File: src/hw/rtl/fmfa_pkg.sv
// Shared types, constants and float helpers for the multi-frame averager.
// No dependencies; imported by every module of the block.
package fmfa_pkg;

    localparam int MAX_CHANNELS = 65536;
    localparam int CH_W         = $clog2(MAX_CHANNELS);
    localparam int CNT_W        = CH_W + 1;
    localparam int FRM_W        = 16;

    // Configuration register indexes
    localparam logic [1:0] REG_CHANNEL_COUNT = 2'd0;
    localparam logic [1:0] REG_SAMPLE_COUNT  = 2'd1;
    localparam logic [1:0] REG_SCALE_BITS    = 2'd2;

    localparam logic [31:0] QNAN32     = 32'h7FC0_0000;
    localparam logic [31:0] ONE32      = 32'h3F80_0000;
    localparam logic [15:0] QNAN16     = 16'h7E00;
    localparam logic [CNT_W-1:0] RESET_CHANNELS = CNT_W'(4);
    localparam logic [FRM_W-1:0] RESET_FRAMES   = FRM_W'(1);

    typedef struct packed {
        logic            valid;
        logic [CH_W-1:0] pos;
        logic            last_frame;
        logic            last_chan;
    } fmfa_tag_t;

    // binary16 to binary32, exact
    function automatic logic [31:0] widen_half(input logic [15:0] h);
        logic [31:0] res;
        logic [3:0]  hi;
        logic [9:0]  m;
        logic [7:0]  e;
        begin
            hi = 4'd0;
            m  = h[9:0];
            for (int i = 0; i < 10; i++)
            begin
                if (h[i])
                begin
                    hi = 4'(i);
                end
            end
            if (h[14:10] == 5'h1F)
            begin
                res = {h[15], 8'hFF, h[9:0], 13'd0};
            end
            else if (h[14:10] == 5'd0)
            begin
                if (h[9:0] == 10'd0)
                begin
                    res = {h[15], 31'd0};
                end
                else
                begin
                    m   = 10'(h[9:0] << (4'd10 - hi));
                    e   = 8'd103 + 8'(hi);
                    res = {h[15], e, m, 13'd0};
                end
            end
            else
            begin
                e   = 8'(h[14:10]) + 8'd112;
                res = {h[15], e, h[9:0], 13'd0};
            end
            return res;
        end
    endfunction

    // binary32 to binary16, nearest even, NaN made canonical
    function automatic logic [15:0] narrow_float(input logic [31:0] u);
        logic [15:0] res;
        logic [7:0]  e;
        logic [7:0]  s;
        logic [22:0] m;
        logic [23:0] full;
        logic [23:0] rem;
        logic [23:0] half;
        logic [15:0] r;
        logic [12:0] rem13;
        begin
            e     = u[30:23];
            m     = u[22:0];
            s     = 8'd126 - e;
            full  = {1'b1, m};
            rem13 = m[12:0];
            r     = 16'd0;
            rem   = 24'd0;
            half  = 24'd0;
            if (e == 8'hFF)
            begin
                res = (m != 23'd0) ? QNAN16 : {u[31], 15'h7C00};
            end
            else if (e == 8'd0)
            begin
                res = {u[31], 15'd0};
            end
            else if (e >= 8'd143)
            begin
                res = {u[31], 15'h7C00};
            end
            else if (e >= 8'd113)
            begin
                r = {1'b0, 5'(e - 8'd112), m[22:13]};
                if (rem13 > 13'h1000 || (rem13 == 13'h1000 && r[0]))
                begin
                    r = r + 16'd1;
                end
                if (r >= 16'h7C00)
                begin
                    r = 16'h7C00;
                end
                res = {u[31], r[14:0]};
            end
            else if (s >= 8'd25)
            begin
                res = {u[31], 15'd0};
            end
            else
            begin
                r    = 16'(full >> s[4:0]);
                rem  = full & ~(24'hFFFFFF << s[4:0]);
                half = 24'd1 << (s[4:0] - 5'd1);
                if (rem > half || (rem == half && r[0]))
                begin
                    r = r + 16'd1;
                end
                res = {u[31], r[14:0]};
            end
            return res;
        end
    endfunction

endpackage

File: src/hw/rtl/fmfa_mul.sv
// Two-stage binary32 scale multiply, then narrowing to binary16.
// Depends on fmfa_pkg (narrow_float, constants).
module fmfa_mul (
    input  logic        clk,
    input  logic        rst_n,
    input  logic        en,
    input  logic        in_valid,
    input  logic        in_last,
    input  logic [31:0] sum_bits,
    input  logic [31:0] scale_bits,
    output logic        out_valid,
    output logic        out_last,
    output logic [15:0] out_half
);
    import fmfa_pkg::*;

    typedef enum logic [1:0] {
        CLS_NORMAL = 2'd0,
        CLS_ZERO   = 2'd1,
        CLS_INF    = 2'd2,
        CLS_NAN    = 2'd3
    } mul_cls_t;

    logic        s_nan, c_nan, s_inf, c_inf, s_zero, c_zero, s_tiny, c_tiny;
    mul_cls_t    cls_next, cls1_reg;
    logic [47:0] p_next, p1_reg;
    logic [10:0] e_next, e1_reg;
    logic        sign1_reg, valid1_reg, last1_reg;

    always_comb
    begin
        s_nan  = (sum_bits[30:23] == 8'hFF) && (sum_bits[22:0] != 23'd0);
        c_nan  = (scale_bits[30:23] == 8'hFF) && (scale_bits[22:0] != 23'd0);
        s_inf  = (sum_bits[30:23] == 8'hFF) && (sum_bits[22:0] == 23'd0);
        c_inf  = (scale_bits[30:23] == 8'hFF) && (scale_bits[22:0] == 23'd0);
        s_zero = (sum_bits[30:0] == 31'd0);
        c_zero = (scale_bits[30:0] == 31'd0);
        s_tiny = (sum_bits[30:23] == 8'd0);
        c_tiny = (scale_bits[30:23] == 8'd0);
        // Subnormal operands are flushed, so unless paired with a NaN or infinity they give a signed zero.
        if (s_nan || c_nan || (s_inf && c_zero) || (c_inf && s_zero))
        begin
            cls_next = CLS_NAN;
        end
        else if (s_inf || c_inf)
        begin
            cls_next = CLS_INF;
        end
        else if (s_tiny || c_tiny)
        begin
            cls_next = CLS_ZERO;
        end
        else
        begin
            cls_next = CLS_NORMAL;
        end
        p_next = {1'b1, sum_bits[22:0]} * {1'b1, scale_bits[22:0]};
        e_next = 11'(sum_bits[30:23]) + 11'(scale_bits[30:23]) - 11'd127;
    end

    // round product to binary32
    logic [23:0] mant;
    logic        g, st, inc;
    logic [24:0] r25;
    logic [10:0] e_a, e_b;
    logic [31:0] f_next, f2_reg;
    logic        valid2_reg, last2_reg;

    always_comb
    begin
        if (p1_reg[47])
        begin
            mant = p1_reg[47:24];
            g    = p1_reg[23];
            st   = |p1_reg[22:0];
            e_a  = e1_reg + 11'd1;
        end
        else
        begin
            mant = p1_reg[46:23];
            g    = p1_reg[22];
            st   = |p1_reg[21:0];
            e_a  = e1_reg;
        end
        inc = g && (st || mant[0]);
        r25 = {1'b0, mant} + 25'(inc);
        e_b = r25[24] ? (e_a + 11'd1) : e_a;
        case (cls1_reg)
            CLS_NAN:  f_next = QNAN32;
            CLS_INF:  f_next = {sign1_reg, 8'hFF, 23'd0};
            CLS_ZERO: f_next = {sign1_reg, 31'd0};
            default:
            begin
                if ($signed(e_b) >= 11'sd255)
                begin
                    f_next = {sign1_reg, 8'hFF, 23'd0};
                end
                else if ($signed(e_b) <= 11'sd0)
                begin
                    f_next = {sign1_reg, 31'd0};
                end
                else
                begin
                    f_next = {sign1_reg, e_b[7:0],
                              (r25[24] ? r25[23:1] : r25[22:0])};
                end
            end
        endcase
    end

    assign out_valid = valid2_reg;
    assign out_last  = last2_reg;
    assign out_half  = narrow_float(f2_reg);

    always_ff @(posedge clk or negedge rst_n)
    begin
        if (!rst_n)
        begin
            valid1_reg <= 1'b0;
            valid2_reg <= 1'b0;
        end
        else if (en)
        begin
            valid1_reg <= in_valid;
            valid2_reg <= valid1_reg;
        end
    end

    always_ff @(posedge clk)
    begin
        if (en)
        begin
            cls1_reg  <= cls_next;
            p1_reg    <= p_next;
            e1_reg    <= e_next;
            sign1_reg <= sum_bits[31] ^ scale_bits[31];
            last1_reg <= in_last;
            f2_reg    <= f_next;
            last2_reg <= last1_reg;
        end
    end

endmodule

File: config.mk
export PLATFORM = sky130hd
export DESIGN_NAME = fmfa_mul
export DESIGN_NICKNAME = d
export VERILOG_FILES = /design/src/hw/rtl/fmfa_pkg.sv /design/src/hw/rtl/fmfa_mul.sv
export SDC_FILE = /design/constraint.sdc
export NUM_CORES = 2
export LEC_CHECK = 0
export ABC_AREA = 1
export ABC_CLOCK_PERIOD_IN_PS = 4600
export BUFFER_PORTS_ARGS = -buffer_cell sky130_fd_sc_hd__buf_2
export CAP_MARGIN = 30
export CORE_ASPECT_RATIO = 0.6
export CORE_UTILIZATION = 47
export CTS_CLUSTER_SIZE = 8
export DETAILED_ROUTE_END_ITERATION = 10
export PLACE_DENSITY = 0.73
export SLEW_MARGIN = 10
export SYNTH_ARGS = -nofsm -noshare
export SYNTH_HDL_FRONTEND = slang
export SYNTH_SLANG_ARGS = --single-unit
File: constraint.sdc
create_clock -name clk -period 4.6 [get_ports clk]
set_clock_uncertainty 0.2 [all_clocks]
set_input_delay 0 -clock clk [delete_from_list [all_inputs] [get_ports clk]]
set_output_delay 0 -clock clk [all_outputs]
set_load 0.005 [all_outputs]
==> results.py <==
metrics = {
    "cts": {
        "cts_buffers": 9,
        "insertion_delay_ns": 0.36,
        "clock-root-buffer": "clkbuf_16",
        "h-tree-depth": 3,
        "clk_path_buf_depth": 2,
        "cts_num_sinks": 97,
        "cts_tree": "built",
        "clk_pin_slew_ns": 0.07,
    },
    "synthesis": {
        "syn_area_um2": 28800,
        "synth_top_area_share": 0.336,
        "synth_area_leaders": "fa_1 34%, nand2_1 14%, inv_1 13%, edfxtp_1 9.9%, ha_1 9.9%",
        "ys_seq_elements": 97,
        "synth_nets": 4690,
        "synthCells": 3910,
        "synth_cell_types": 59,
        "ys_seq_area_frac": 0.101,
        "synth_area_leader_cell": "fa_1",
        "avgSynthCellArea_um2": 7.36,
        "yosys_warnings": 0,
    },
    "global_route": {
        "grt_antenna_before_repair": 0,
        "grt_pass1_vias": 26400,
        "grt_pass1_wl_mm": 144,
        "grt_max_degree": 72,
        "grt_overflow_total": 0,
        "grt_use_total": 0.291,
    },
    "timing": {
        "finalMaxSlewViolations": 0,
        "fin_crit_sh": 1.27,
        "final-hold-violation-count": 0,
        "fin_ws_ns": -1.22,
        "finalSetupViolations": 38,
        "period_minus_slack_ns": 5.82,
        "max_freq_mhz": 172,
        "rsz0062_at_grt": "yes",
        "worst_pin_slew_ns": 1.05,
        "slew_headroom": 0.292,
    },
    "layout": {
        "layout.nets": 5080,
        "final_cell_mix": "954 x nand2_1, 927 x inv_1, 444 x fa_1",
        "nFillCells": 4864,
        "stdcell_count": 5123,
        "drive_gt1_frac": 0.244,
        "final_common_cell": "nand2_1",
        "largest_reg_flops": 48,
        "area_growth_pct": 27.8,
    },
    "floorplanning": {
        "design.core.area_um2": 59800,
        "fp.dieH_um": 194,
        "ioPinCount": 87,
        "die_x_um": 322,
        "start_util": 0.481,
        "std_cell_rows": 69,
        "die_area_um2": 62300,
    },
    "route": {
        "dr.first_iter.drc_count": 2976,
        "dr.pass1.iters": 6,
        "dr_total_vias": 27000,
        "vias_per_cell": 5.28,
        "drc": 0,
        "wl_per_cell_um": 18.3,
        "antenna_left": 0,
        "drt_wl_total_mm": 93.7,
    },
    "hold_path": {
        "hold_path_class": "in -> reg",
    },
    "worst_setup_path": {
        "cp_max_fo": 7,
        "critPathBufInv": 9,
        "critical_path_arrival_ns": 5.72,
        "cpMostUsedCell": "fa_1",
        "slowest_delay_ns": 0.57,
        "crit_family": "adder cells",
        "crit_path_end_kind": "register",
        "cp-start-kind": "primary input",
        "slowest_stage": "fa_1",
        "cp.required_ns": 4.49,
        "crit_type": "in -> reg",
    },
    "status": {
        "outcome": "complete, but fails checks",
        "violations": "setup timing",
    },
    "placement": {
        "post-place-ws_ns": -2.08,
        "dp_hpwl_mm": 72.0,
        "gp_congestion": 1.04,
        "placedCellCount": 5007,
        "port_buffers": 86,
    },
    "job": {
        "cap_viol_max_count": 0,
    },
}
-- cells in the mapped netlist (all sizes together) --
cell        n
o31ai       2
o221ai      3
dfrtp       2
a22oi       1
clkinv      4
buf        22
a211oi      1
nor4       27
o2111ai     3
fa        483
nand3     162
edfxtp     95
nor2      213
mux2i       1
a21oi     118
o211ai     13
nand4      39
o21a        5
inv      1040
o21bai      5
a21o        5
xor2       51
nand3b      7
o21ai     104
or4         1
a221oi      1
and3        1
clkbuf    116
ha        228
nor3       39
and2        3
nor3b       3
a31oi      14
xnor2      21
o31a        1
o22ai       1
or3b        1
nand2    1062
or2         6
a21boi      6
-- through the flow --
step                      hold WS, ns  TNS [ns]   util  cell area (um^2)
final                          0.0374    -36.52  0.615             36800
after global routing           0.0421    -41.30  0.615             36800
after CTS                     0.00293    -32.15  0.584             35000
after detailed placement       -0.407    -58.72  0.551             33000
after global placement         -0.412    -57.07  0.551             33000
after floorplan                -0.496    -28.57      -             29900
-- tightest hold or removal path: cells and delay by family --
kind	cells	cell delay, ns
AND/OR/NAND/NOR	5	0.31
buffers and inverters	1	0.11
-- final timing paths --
kind / start / endpoint / slack [ns] / cells past startpoint
max in group asynchronous: rst_n / out_valid / 3.78 / 3
setup / recovery: sum_bits[16] / p1_reg[36] / -1.22 / 25
setup reg to reg: p1_reg[47] / f2_reg[15] / 0.72 / 15
min in group asynchronous: rst_n / out_valid / 0.29 / 3
hold reg to reg: last1_reg / out_last / 0.22 / 0
hold / removal: sum_bits[26] / cls1_reg[0] / 0.04 / 6
-- cells by family after synthesis --
| group | synth area share |
|---|---|
| DFF | 0.101 |
| xor gates and xnor gates | 0.0219 |
| and+or+nand+nor | 0.228 |
| AOI/OAI and AO/OA | 0.0559 |
| adders and majority gates | 0.435 |
| muxes | 0.000348 |
| buffers and inverters | 0.158 |
-- repair_timing --
action | in CTS | in global routing
hold endpoints to repair | 7 | 0
hold buffers | 10 | 0
endpoints found under the setup margin | 52 | 54
setup buffers | 37 | 46
gates resized for setup | 346 | 355
pin swaps | 150 | 210
cloned | 2 | 6
-- layout make-up --
class / instances / area [um^2] / area share
clock inverter: 7 / 52.6 / 0.00143
multi-input combinational: 2631 / 23600 / 0.640
antenna: 2 / 5.00 / 0.000136
clock buffer: 9 / 225 / 0.00612
tap: 816 / 1020 / 0.0277
timing repair buffer: 517 / 5100 / 0.139
inverter: 1044 / 3920 / 0.107
sequential: 97 / 2900 / 0.0789
-- routing by layer --
layer / wire [um] / track usage
met5: 0 / 0
met2: 37500 / 0.393
met3: 12000 / 0.0789
met4: 1310 / 0.0261
met1: 42900 / 0.471
Power is not shown: default switching activity piles up to over one toggle a cycle in this logic, so the estimate is an artifact.
