$ cat src/hw/rtl/fmfa_pkg.sv
// Shared types, constants and float helpers for the multi-frame averager.
// No dependencies; imported by every module of the block.
package fmfa_pkg;

    localparam int MAX_CHANNELS = 65536;
    localparam int CH_W         = $clog2(MAX_CHANNELS);
    localparam int CNT_W        = CH_W + 1;
    localparam int FRM_W        = 16;

    // Configuration register indexes
    localparam logic [1:0] REG_CHANNEL_COUNT = 2'd0;
    localparam logic [1:0] REG_SAMPLE_COUNT  = 2'd1;
    localparam logic [1:0] REG_SCALE_BITS    = 2'd2;

    localparam logic [31:0] QNAN32     = 32'h7FC0_0000;
    localparam logic [31:0] ONE32      = 32'h3F80_0000;
    localparam logic [15:0] QNAN16     = 16'h7E00;
    localparam logic [CNT_W-1:0] RESET_CHANNELS = CNT_W'(4);
    localparam logic [FRM_W-1:0] RESET_FRAMES   = FRM_W'(1);

    typedef struct packed {
        logic            valid;
        logic [CH_W-1:0] pos;
        logic            last_frame;
        logic            last_chan;
    } fmfa_tag_t;

    // binary16 to binary32, exact
    function automatic logic [31:0] widen_half(input logic [15:0] h);
        logic [31:0] res;
        logic [3:0]  hi;
        logic [9:0]  m;
        logic [7:0]  e;
        begin
            hi = 4'd0;
            m  = h[9:0];
            for (int i = 0; i < 10; i++)
            begin
                if (h[i])
                begin
                    hi = 4'(i);
                end
            end
            if (h[14:10] == 5'h1F)
            begin
                res = {h[15], 8'hFF, h[9:0], 13'd0};
            end
            else if (h[14:10] == 5'd0)
            begin
                if (h[9:0] == 10'd0)
                begin
                    res = {h[15], 31'd0};
                end
                else
                begin
                    m   = 10'(h[9:0] << (4'd10 - hi));
                    e   = 8'd103 + 8'(hi);
                    res = {h[15], e, m, 13'd0};
                end
            end
            else
            begin
                e   = 8'(h[14:10]) + 8'd112;
                res = {h[15], e, h[9:0], 13'd0};
            end
            return res;
        end
    endfunction

    // binary32 to binary16, nearest even, NaN made canonical
    function automatic logic [15:0] narrow_float(input logic [31:0] u);
        logic [15:0] res;
        logic [7:0]  e;
        logic [7:0]  s;
        logic [22:0] m;
        logic [23:0] full;
        logic [23:0] rem;
        logic [23:0] half;
        logic [15:0] r;
        logic [12:0] rem13;
        begin
            e     = u[30:23];
            m     = u[22:0];
            s     = 8'd126 - e;
            full  = {1'b1, m};
            rem13 = m[12:0];
            r     = 16'd0;
            rem   = 24'd0;
            half  = 24'd0;
            if (e == 8'hFF)
            begin
                res = (m != 23'd0) ? QNAN16 : {u[31], 15'h7C00};
            end
            else if (e == 8'd0)
            begin
                res = {u[31], 15'd0};
            end
            else if (e >= 8'd143)
            begin
                res = {u[31], 15'h7C00};
            end
            else if (e >= 8'd113)
            begin
                r = {1'b0, 5'(e - 8'd112), m[22:13]};
                if (rem13 > 13'h1000 || (rem13 == 13'h1000 && r[0]))
                begin
                    r = r + 16'd1;
                end
                if (r >= 16'h7C00)
                begin
                    r = 16'h7C00;
                end
                res = {u[31], r[14:0]};
            end
            else if (s >= 8'd25)
            begin
                res = {u[31], 15'd0};
            end
            else
            begin
                r    = 16'(full >> s[4:0]);
                rem  = full & ~(24'hFFFFFF << s[4:0]);
                half = 24'd1 << (s[4:0] - 5'd1);
                if (rem > half || (rem == half && r[0]))
                begin
                    r = r + 16'd1;
                end
                res = {u[31], r[14:0]};
            end
            return res;
        end
    endfunction

endpackage

$ cat src/hw/rtl/fmfa_add.sv
// Four-stage binary32 adder, round to nearest even, with tags riding along.
// Depends on fmfa_pkg.
module fmfa_add (
    input  logic                         clk,
    input  logic                         rst_n,
    input  logic                         en,
    input  fmfa_pkg::fmfa_tag_t          in_tag,
    input  logic [31:0]                  a_bits,
    input  logic [31:0]                  b_bits,
    output fmfa_pkg::fmfa_tag_t [3:0]    stage_tag,
    output logic [31:0]                  sum_bits
);
    import fmfa_pkg::*;

    // stage 1: unpack, specials, order by magnitude
    logic        sa, sb, a_nan, b_nan, a_inf, b_inf, a_ge;
    logic [7:0]  ea, eb, xa, xb;
    logic        spec_next, sign_next, sub_next, zsign_next;
    logic [31:0] spec_val_next;
    logic [7:0]  xl_next, d_next;
    logic [23:0] fl_next, fs_next;

    logic        spec2_reg, sign2_reg, sub2_reg, zsign2_reg;
    logic [31:0] spec_val2_reg;
    logic [7:0]  xl2_reg, d2_reg;
    logic [23:0] fl2_reg, fs2_reg;

    always_comb
    begin
        sa    = a_bits[31];
        sb    = b_bits[31];
        ea    = a_bits[30:23];
        eb    = b_bits[30:23];
        a_nan = (ea == 8'hFF) && (a_bits[22:0] != 23'd0);
        b_nan = (eb == 8'hFF) && (b_bits[22:0] != 23'd0);
        a_inf = (ea == 8'hFF) && (a_bits[22:0] == 23'd0);
        b_inf = (eb == 8'hFF) && (b_bits[22:0] == 23'd0);
        xa    = (ea == 8'd0) ? 8'd1 : ea;
        xb    = (eb == 8'd0) ? 8'd1 : eb;
        a_ge  = a_bits[30:0] >= b_bits[30:0];

        spec_next     = a_nan || b_nan || a_inf || b_inf;
        spec_val_next = (a_nan || b_nan || (a_inf && b_inf && (sa != sb))) ? QNAN32 :
                        (a_inf ? a_bits : b_bits);
        sub_next      = sa ^ sb;
        zsign_next    = sa & sb;
        sign_next     = a_ge ? sa : sb;
        xl_next       = a_ge ? xa : xb;
        d_next        = a_ge ? (xa - xb) : (xb - xa);
        fl_next       = a_ge ? {ea != 8'd0, a_bits[22:0]} : {eb != 8'd0, b_bits[22:0]};
        fs_next       = a_ge ? {eb != 8'd0, b_bits[22:0]} : {ea != 8'd0, a_bits[22:0]};
    end

    // stage 2: align the smaller operand, keep a sticky bit
    logic [26:0] ext, al_next, shifted;
    logic        lost;
    logic [26:0] al3_reg, fl3_reg;
    logic        spec3_reg, sign3_reg, sub3_reg, zsign3_reg;
    logic [31:0] spec_val3_reg;
    logic [7:0]  xl3_reg;

    always_comb
    begin
        ext     = {fs2_reg, 3'b000};
        shifted = ext >> d2_reg[4:0];
        lost    = |(ext & ~(27'h7FF_FFFF << d2_reg[4:0]));
        if (d2_reg >= 8'd27)
        begin
            al_next = {26'd0, |fs2_reg};
        end
        else
        begin
            al_next = shifted | {26'd0, lost};
        end
    end

    // stage 3: add or subtract magnitudes
    logic [27:0] s_next, s4_reg;
    logic        spec4_reg, sign4_reg, zsign4_reg;
    logic [31:0] spec_val4_reg;
    logic [7:0]  xl4_reg;

    always_comb
    begin
        if (sub3_reg)
        begin
            s_next = {1'b0, fl3_reg} - {1'b0, al3_reg};
        end
        else
        begin
            s_next = {1'b0, fl3_reg} + {1'b0, al3_reg};
        end
    end

    // stage 4: leading zero count and normalize
    logic [4:0]  hi;
    logic [4:0]  lz;
    logic [7:0]  lim, sh;
    logic [26:0] m_next, m5_reg;
    logic [8:0]  e_next, e5_reg;
    logic        zero_next, zero5_reg;
    logic        spec5_reg, sign5_reg, zsign5_reg;
    logic [31:0] spec_val5_reg;

    always_comb
    begin
        hi = 5'd0;
        for (int i = 0; i < 27; i++)
        begin
            if (s4_reg[i])
            begin
                hi = 5'(i);
            end
        end
        lz        = 5'd26 - hi;
        lim       = xl4_reg - 8'd1;
        sh        = (8'(lz) < lim) ? 8'(lz) : lim;
        zero_next = (s4_reg == 28'd0);
        if (s4_reg[27])
        begin
            m_next = {s4_reg[27:2], |s4_reg[1:0]};
            e_next = 9'(xl4_reg) + 9'd1;
        end
        else
        begin
            m_next = s4_reg[26:0] << sh[4:0];
            e_next = 9'(xl4_reg) - 9'(sh);
        end
    end

    // stage 5: round and pack
    logic        inc;
    logic [24:0] r25;
    logic [23:0] mant;
    logic [8:0]  e_fin;

    always_comb
    begin
        inc   = m5_reg[2] && ((|m5_reg[1:0]) || m5_reg[3]);
        r25   = {1'b0, m5_reg[26:3]} + 25'(inc);
        mant  = r25[24] ? r25[24:1] : r25[23:0];
        e_fin = r25[24] ? (e5_reg + 9'd1) : e5_reg;
        if (spec5_reg)
        begin
            sum_bits = spec_val5_reg;
        end
        else if (zero5_reg)
        begin
            sum_bits = {zsign5_reg, 31'd0};
        end
        else if (e_fin >= 9'd255)
        begin
            sum_bits = {sign5_reg, 8'hFF, 23'd0};
        end
        else
        begin
            sum_bits = {sign5_reg, (mant[23] ? e_fin[7:0] : 8'd0), mant[22:0]};
        end
    end

    always_ff @(posedge clk or negedge rst_n)
    begin
        if (!rst_n)
        begin
            stage_tag <= '0;
        end
        else if (en)
        begin
            stage_tag <= {stage_tag[2:0], in_tag};
        end
    end

    always_ff @(posedge clk)
    begin
        if (en)
        begin
            spec2_reg     <= spec_next;
            spec_val2_reg <= spec_val_next;
            sign2_reg     <= sign_next;
            sub2_reg      <= sub_next;
            zsign2_reg    <= zsign_next;
            xl2_reg       <= xl_next;
            d2_reg        <= d_next;
            fl2_reg       <= fl_next;
            fs2_reg       <= fs_next;

            al3_reg       <= al_next;
            fl3_reg       <= {fl2_reg, 3'b000};
            spec3_reg     <= spec2_reg;
            spec_val3_reg <= spec_val2_reg;
            sign3_reg     <= sign2_reg;
            sub3_reg      <= sub2_reg;
            zsign3_reg    <= zsign2_reg;
            xl3_reg       <= xl2_reg;

            s4_reg        <= s_next;
            spec4_reg     <= spec3_reg;
            spec_val4_reg <= spec_val3_reg;
            sign4_reg     <= sign3_reg;
            zsign4_reg    <= zsign3_reg;
            xl4_reg       <= xl3_reg;

            m5_reg        <= m_next;
            e5_reg        <= e_next;
            zero5_reg     <= zero_next;
            spec5_reg     <= spec4_reg;
            spec_val5_reg <= spec_val4_reg;
            sign5_reg     <= sign4_reg;
            zsign5_reg    <= zsign4_reg;
        end
    end

endmodule

$ cat config.mk
export PLATFORM = sky130hd
export DESIGN_NAME = fmfa_add
export DESIGN_NICKNAME = d
export VERILOG_FILES = /design/src/hw/rtl/fmfa_pkg.sv /design/src/hw/rtl/fmfa_add.sv
export SDC_FILE = /design/constraint.sdc
export NUM_CORES = 1
export LEC_CHECK = 0
export ABC_AREA = 1
export ABC_CLOCK_PERIOD_IN_PS = 10000
export BUFFER_PORTS_ARGS = -buffer_cell sky130_fd_sc_hd__buf_4
export CAP_MARGIN = 20
export CELL_PAD_IN_SITES_DETAIL_PLACEMENT = 1
export CELL_PAD_IN_SITES_GLOBAL_PLACEMENT = 1
export CORE_ASPECT_RATIO = 1.75
export CORE_UTILIZATION = 50
export DETAILED_ROUTE_END_ITERATION = 6
export PLACE_DENSITY_LB_ADDON = 0.1
export REMOVE_ABC_BUFFERS = 1
export SLEW_MARGIN = 10
export SYNTH_ARGS = -nofsm -noshare
export SYNTH_HDL_FRONTEND = slang
export SYNTH_SLANG_ARGS = --single-unit
$ cat constraint.sdc
create_clock -name clk -period 10 [get_ports clk]
set_input_delay 1 -clock clk [delete_from_list [all_inputs] [get_ports clk]]
set_output_delay 1 -clock clk [all_outputs]
set_load 0.05 [all_outputs]
==> impl_metrics.prom <==
# TYPE chip_impl_metric gauge
chip_impl_metric{name="synth_area",unit="mm^2"} 0.0228
chip_impl_metric{name="port-buffer-count",unit=""} 193
chip_impl_info{name="setup.worst_path.start_class",value="register"} 1
chip_impl_metric{name="first_global_vias",unit=""} 21000
chip_impl_metric{name="final.fill_count",unit=""} 5129
chip_impl_metric{name="number_of_synthesized_flops_with_an_enable_pin",unit=""} 338
chip_impl_metric{name="route.antenna.remaining_nets",unit=""} 0
chip_impl_info{name="status",value="completed"} 1
chip_impl_metric{name="share_comb_of_total_power",unit="%"} 33.5
chip_impl_info{name="setup_crit_path_kind",value="register to register"} 1
chip_impl_info{name="worst_setup_path_end_kind",value="register"} 1
chip_impl_metric{name="place.detailed.hpwl",unit="um"} 61200
chip_impl_metric{name="floorplan.rows",unit=""} 103
chip_impl_metric{name="path_clk_slew",unit="ns"} 0.07
chip_impl_metric{name="routed-wl-met3",unit="um"} 3800
chip_impl_metric{name="async_reset_ff_share",unit="%"} 18.4
chip_impl_metric{name="cts_buffers",unit=""} 37
chip_impl_info{name="clock-root-buffer",value="sky130_fd_sc_hd__clkbuf_16"} 1
chip_impl_metric{name="finalWorstPathRequiredPeriod",unit="ns"} 6.74
chip_impl_metric{name="yosys_warnings",unit=""} 0
chip_impl_metric{name="globalplace.congestion",unit=""} 1.04
chip_impl_metric{name="post_synth_fa_ha_maj_area_fraction",unit="%"} 6.45
chip_impl_info{name="synth-main-ff-cell",value="sky130_fd_sc_hd__edfxtp_1"} 1
chip_impl_metric{name="critPathMaxStageDelay",unit="ns"} 0.50
chip_impl_metric{name="crit_fanout",unit=""} 22
chip_impl_metric{name="finalSetupTns",unit="ns"} 0
chip_impl_metric{name="drive_gt1_share",unit="%"} 11.8
chip_impl_metric{name="clock_skew",unit="ns"} 0.0325
chip_impl_metric{name="synth_xor_xnor_area_share",unit="%"} 2.42
chip_impl_metric{name="post-cts-setup-buffers",unit=""} 0
chip_impl_metric{name="grt_start_max_net_pins",unit=""} 184
chip_impl_info{name="routed.top_layer",value="met5"} 1
chip_impl_metric{name="cts-hold-fix-buffers",unit=""} 0
chip_impl_metric{name="track_usage",unit="%"} 36.0
chip_impl_metric{name="post-route-drc-count",unit=""} 0
chip_impl_metric{name="antenna_cells",unit=""} 0
chip_impl_metric{name="hold_violations",unit=""} 0
chip_impl_metric{name="io_pins",unit=""} 194
chip_impl_metric{name="cts_max_level",unit=""} 2
chip_impl_metric{name="ys_seq_elements",unit=""} 414
chip_impl_metric{name="final_wirelength",unit="um"} 82900
chip_impl_info{name="cts_tree",value="done"} 1
chip_impl_metric{name="core-area",unit="mm^2"} 0.0450
chip_impl_metric{name="powerDensity",unit="mW/mm^2"} 223
chip_impl_metric{name="clk_path_buf_depth",unit=""} 3
chip_impl_metric{name="synth.avg_cell_area",unit="um^2"} 9.16
chip_impl_metric{name="setup_viol",unit=""} 0
chip_impl_metric{name="synth_area_in_compound_gates",unit="%"} 11.7
chip_impl_metric{name="wirelength_met1",unit="um"} 26900
chip_impl_metric{name="fp.dieArea",unit="mm^2"} 0.0464
chip_impl_metric{name="syn2layout_area_growth",unit="%"} 14.1
chip_impl_metric{name="seqPwrFrac",unit="%"} 39.9
chip_impl_info{name="setup.worst_path.start",value="s4_reg[2]$_DFFE_PP_"} 1
chip_impl_metric{name="pwr-share-clk",unit="%"} 26.7
chip_impl_metric{name="worst_reg2reg_setup_slack",unit="ns"} 3.26
chip_impl_info{name="largest-register",value="stage_tag"} 1
chip_impl_metric{name="vias_per_cell",unit=""} 5.98
chip_impl_metric{name="maxCapViolCount",unit=""} 0
chip_impl_metric{name="peakVddDrop",unit="uV"} 183
chip_impl_info{name="regToRegStartpoint",value="s4_reg[2]$_DFFE_PP_"} 1
chip_impl_info{name="crit_top_cell",value="sky130_fd_sc_hd__nand2_1"} 1
chip_impl_metric{name="dp_slack",unit="ns"} 3.34
chip_impl_metric{name="chipWidth",unit="um"} 163
chip_impl_metric{name="die_y",unit="um"} 284
chip_impl_metric{name="initial_core_util",unit="%"} 50.6
chip_impl_metric{name="crit_arrival",unit="ns"} 7.03
chip_impl_info{name="rsz_0062_raised_after_global_routing",value="no"} 1
chip_impl_metric{name="cellLeakagePower",unit="uW"} 0.0113
chip_impl_metric{name="netlist_instances",unit=""} 2486
chip_impl_metric{name="ctsResizeCount",unit=""} 0
chip_impl_metric{name="tritoncts_num_sinks",unit=""} 414
chip_impl_metric{name="drt_first_iter_violations",unit=""} 1377
chip_impl_info{name="synth_top_family_by_area",value="simple AND/OR/NAND/NOR gates"} 1
chip_impl_metric{name="maxSlewViolCount",unit=""} 0
chip_impl_metric{name="num_vias",unit=""} 19400
chip_impl_metric{name="timing.max_slew.rel_slack",unit="%"} 25.9
chip_impl_info{name="worstSetupEndpoint",value="e5_reg[8]$_DFFE_PP_"} 1
chip_impl_metric{name="synth-simple-area-share",unit="%"} 18.6
chip_impl_metric{name="wl_met2",unit="um"} 43900
chip_impl_metric{name="grt_overflow",unit=""} 0
chip_impl_metric{name="drt-pass1-iter-count",unit=""} 5
chip_impl_metric{name="tightest_slew",unit="ns"} 1.10
chip_impl_metric{name="worstPathRequired",unit="ns"} 10.29
chip_impl_metric{name="number_of_antenna_violations_at_the_first_check_in_global_routing",unit=""} 2
chip_impl_metric{name="wl_per_cell",unit="um"} 25.6
chip_impl_metric{name="worst_slack",unit="ns"} 3.26
chip_impl_metric{name="fin_nets",unit=""} 2835
chip_impl_metric{name="worst-r2r-cell-count",unit=""} 57
chip_impl_metric{name="synth.lib_cells_used.distinct",unit=""} 59
chip_impl_metric{name="synth_sequential_area_ratio",unit="%"} 52.9
chip_impl_info{name="regToRegEndpoint",value="e5_reg[8]$_DFFE_PP_"} 1
chip_impl_metric{name="clock_insertion_delay_worst_skew",unit="ns"} 0.57
chip_impl_metric{name="fmax",unit="GHz"} 0.148
chip_impl_metric{name="swShare",unit="%"} 39.1
chip_impl_metric{name="largest_reg_flops",unit=""} 76
chip_impl_info{name="timing.critical_path.slowest_stage_cell",value="sky130_fd_sc_hd__nand2_1"} 1
chip_impl_metric{name="grt_pass1_wl",unit="um"} 124000
chip_impl_metric{name="synth.area.mux_share",unit="%"} 0.967
chip_impl_metric{name="finalCritPeriodShare",unit="%"} 67.4
chip_impl_info{name="timing.hold.worst.class",value="register to register"} 1
chip_impl_metric{name="p_int",unit="uW"} 3530
chip_impl_metric{name="switchingPower",unit="uW"} 2270
layout by cell type, fill, tap and decap left out, drive strengths merged, types with 3 or more instances in the layout:
cell type / instances
o22ai: 17
clkbuf: 43
ha: 111
a31oi: 6
buf: 210
clkinvlp: 5
nor4: 15
nand3: 206
nor3: 44
edfxtp: 338
o21bai: 8
o21ai: 232
fa: 4
o311ai: 3
nand4: 30
inv: 313
xor2: 52
o211ai: 8
bufinv: 6
a211oi: 9
dfrtp: 76
xnor2: 11
o32ai: 3
a21oi: 157
mux2i: 22
o221ai: 3
or2: 9
nand2: 509
clkinv: 10
o31ai: 16
nor2: 162
o41ai: 6
critical path, delay by kind of cell, from the launching register on:
kind,cells,cell delay (ns)
XOR/XNOR,2,0.33
adder cells (fa/ha/maj),3,0.84
flip-flops,1,0.45
buffers and inverters,7,0.55
AO/OA/AOI/OAI,5,0.88
AND/OR/NAND/NOR,40,3.43
per-layer routing:
metal  GRT usage (%)  vias to the layer above
met1            33.8                     9423
met2            66.6                      818
met3            4.93                      344
met5               0                        -
li1                -                     8790
met4            30.9                        2
per-stage QoR:
step / total power, uW / util, % / cell area, um^2 / cells / hold WS, ns
floorplan: 3410 / - / 22400 / 2385 / 0.400
global placement: 4150 / 54.9 / 24700 / 3171 / 0.403
detailed placement: 4220 / 54.9 / 24700 / 3172 / 0.406
CTS: 5770 / 57.8 / 26000 / 3238 / 0.415
global route: 5990 / 57.8 / 26000 / 3238 / 0.424
finish: 5800 / 57.8 / 26000 / 3238 / 0.413
worst min path at each step:
| stage | startpoint | to | slack [ns] | depth (start not counted) |
|---|---|---|---|---|
| 6_report | fl2_reg[18]$_DFFE_PP_ | fl3_reg[21]$_DFFE_PP_ | 0.41 | 0 |
| 5_1_grt | fl2_reg[19]$_DFFE_PP_ | fl3_reg[22]$_DFFE_PP_ | 0.42 | 0 |
| 4_1_cts | fl2_reg[14]$_DFFE_PP_ | fl3_reg[17]$_DFFE_PP_ | 0.41 | 0 |
| 3_5_place_dp | fl2_reg[14]$_DFFE_PP_ | fl3_reg[17]$_DFFE_PP_ | 0.41 | 0 |
| 3_3_place_gp | zsign2_reg$_DFFE_PP_ | zsign3_reg$_DFFE_PP_ | 0.40 | 0 |
| 2_1_floorplan | fl2_reg[7]$_DFFE_PP_ | fl3_reg[10]$_DFFE_PP_ | 0.40 | 0 |
cell usage after synthesis, types with 3 or more instances:
cell | number | share of area [%]
sky130_fd_sc_hd__xnor2_1 | 11 | 0.42
sky130_fd_sc_hd__edfxtp_1 | 338 | 45
sky130_fd_sc_hd__dfrtp_1 | 76 | 8.4
sky130_fd_sc_hd__o311ai_0 | 3 | 0.12
sky130_fd_sc_hd__mux2i_1 | 22 | 0.97
sky130_fd_sc_hd__clkbuf_1 | 81 | 1.3
sky130_fd_sc_hd__nor4_1 | 15 | 0.41
sky130_fd_sc_hd__o31ai_1 | 16 | 0.53
sky130_fd_sc_hd__buf_4 | 3 | 0.099
sky130_fd_sc_hd__xor2_1 | 52 | 2.0
sky130_fd_sc_hd__inv_2 | 10 | 0.16
sky130_fd_sc_hd__a211oi_1 | 9 | 0.30
sky130_fd_sc_hd__o211ai_1 | 7 | 0.23
sky130_fd_sc_hd__o22ai_1 | 17 | 0.47
sky130_fd_sc_hd__or2_2 | 9 | 0.25
sky130_fd_sc_hd__inv_1 | 300 | 4.9
sky130_fd_sc_hd__o21ai_1 | 10 | 0.22
sky130_fd_sc_hd__fa_1 | 4 | 0.35
sky130_fd_sc_hd__o32ai_1 | 3 | 0.12
sky130_fd_sc_hd__o21bai_1 | 8 | 0.26
sky130_fd_sc_hd__nand2_2 | 3 | 0.082
sky130_fd_sc_hd__o21ai_0 | 221 | 4.9
sky130_fd_sc_hd__nand2_1 | 501 | 8.3
sky130_fd_sc_hd__o221ai_1 | 3 | 0.12
sky130_fd_sc_hd__buf_1 | 5 | 0.082
sky130_fd_sc_hd__nand2_4 | 5 | 0.25
sky130_fd_sc_hd__nor2_1 | 158 | 2.6
sky130_fd_sc_hd__nor2_2 | 3 | 0.082
sky130_fd_sc_hd__nand3_1 | 202 | 4.4
sky130_fd_sc_hd__o41ai_1 | 6 | 0.23
sky130_fd_sc_hd__a31oi_1 | 6 | 0.16
sky130_fd_sc_hd__nor3_1 | 41 | 0.90
sky130_fd_sc_hd__nand3_2 | 4 | 0.18
sky130_fd_sc_hd__nand4_1 | 30 | 0.82
sky130_fd_sc_hd__ha_1 | 111 | 6.1
sky130_fd_sc_hd__buf_2 | 10 | 0.22
sky130_fd_sc_hd__a21oi_1 | 156 | 3.4
power by group through the flow:
stage / Clock, uW / Combinational [uW] / Sequential, uW
2_1_floorplan: 0 / 1020 / 2390
3_3_place_gp: 0 / 1830 / 2320
3_5_place_dp: 0 / 1880 / 2340
4_1_cts: 1560 / 1910 / 2310
5_1_grt: 1600 / 2070 / 2320
6_report: 1550 / 1940 / 2310
cells by family (layout without fill, tap and decap cells):
family	count (synthesis)	count (layout)
and+or+nand+nor	979	979
AOI/OAI and AO/OA	481	481
DFF	414	414
buffers and inverters	412	587
adders and majority gates	115	115
xor gates and xnor gates	63	63
muxes	22	22
layout make-up:
type,instances,area [um^2],area share (%)
Sequential cell,414,12100,46.4
Multi-Input combinational cell,1660,9140,35.2
Timing Repair Buffer,210,1610,6.19
Inverter,311,1170,4.49
Clock buffer,43,970,3.73
Tap cell,577,722,2.78
Clock inverter,23,315,1.21
No activity file was read; power rests on OpenSTA's default activity.
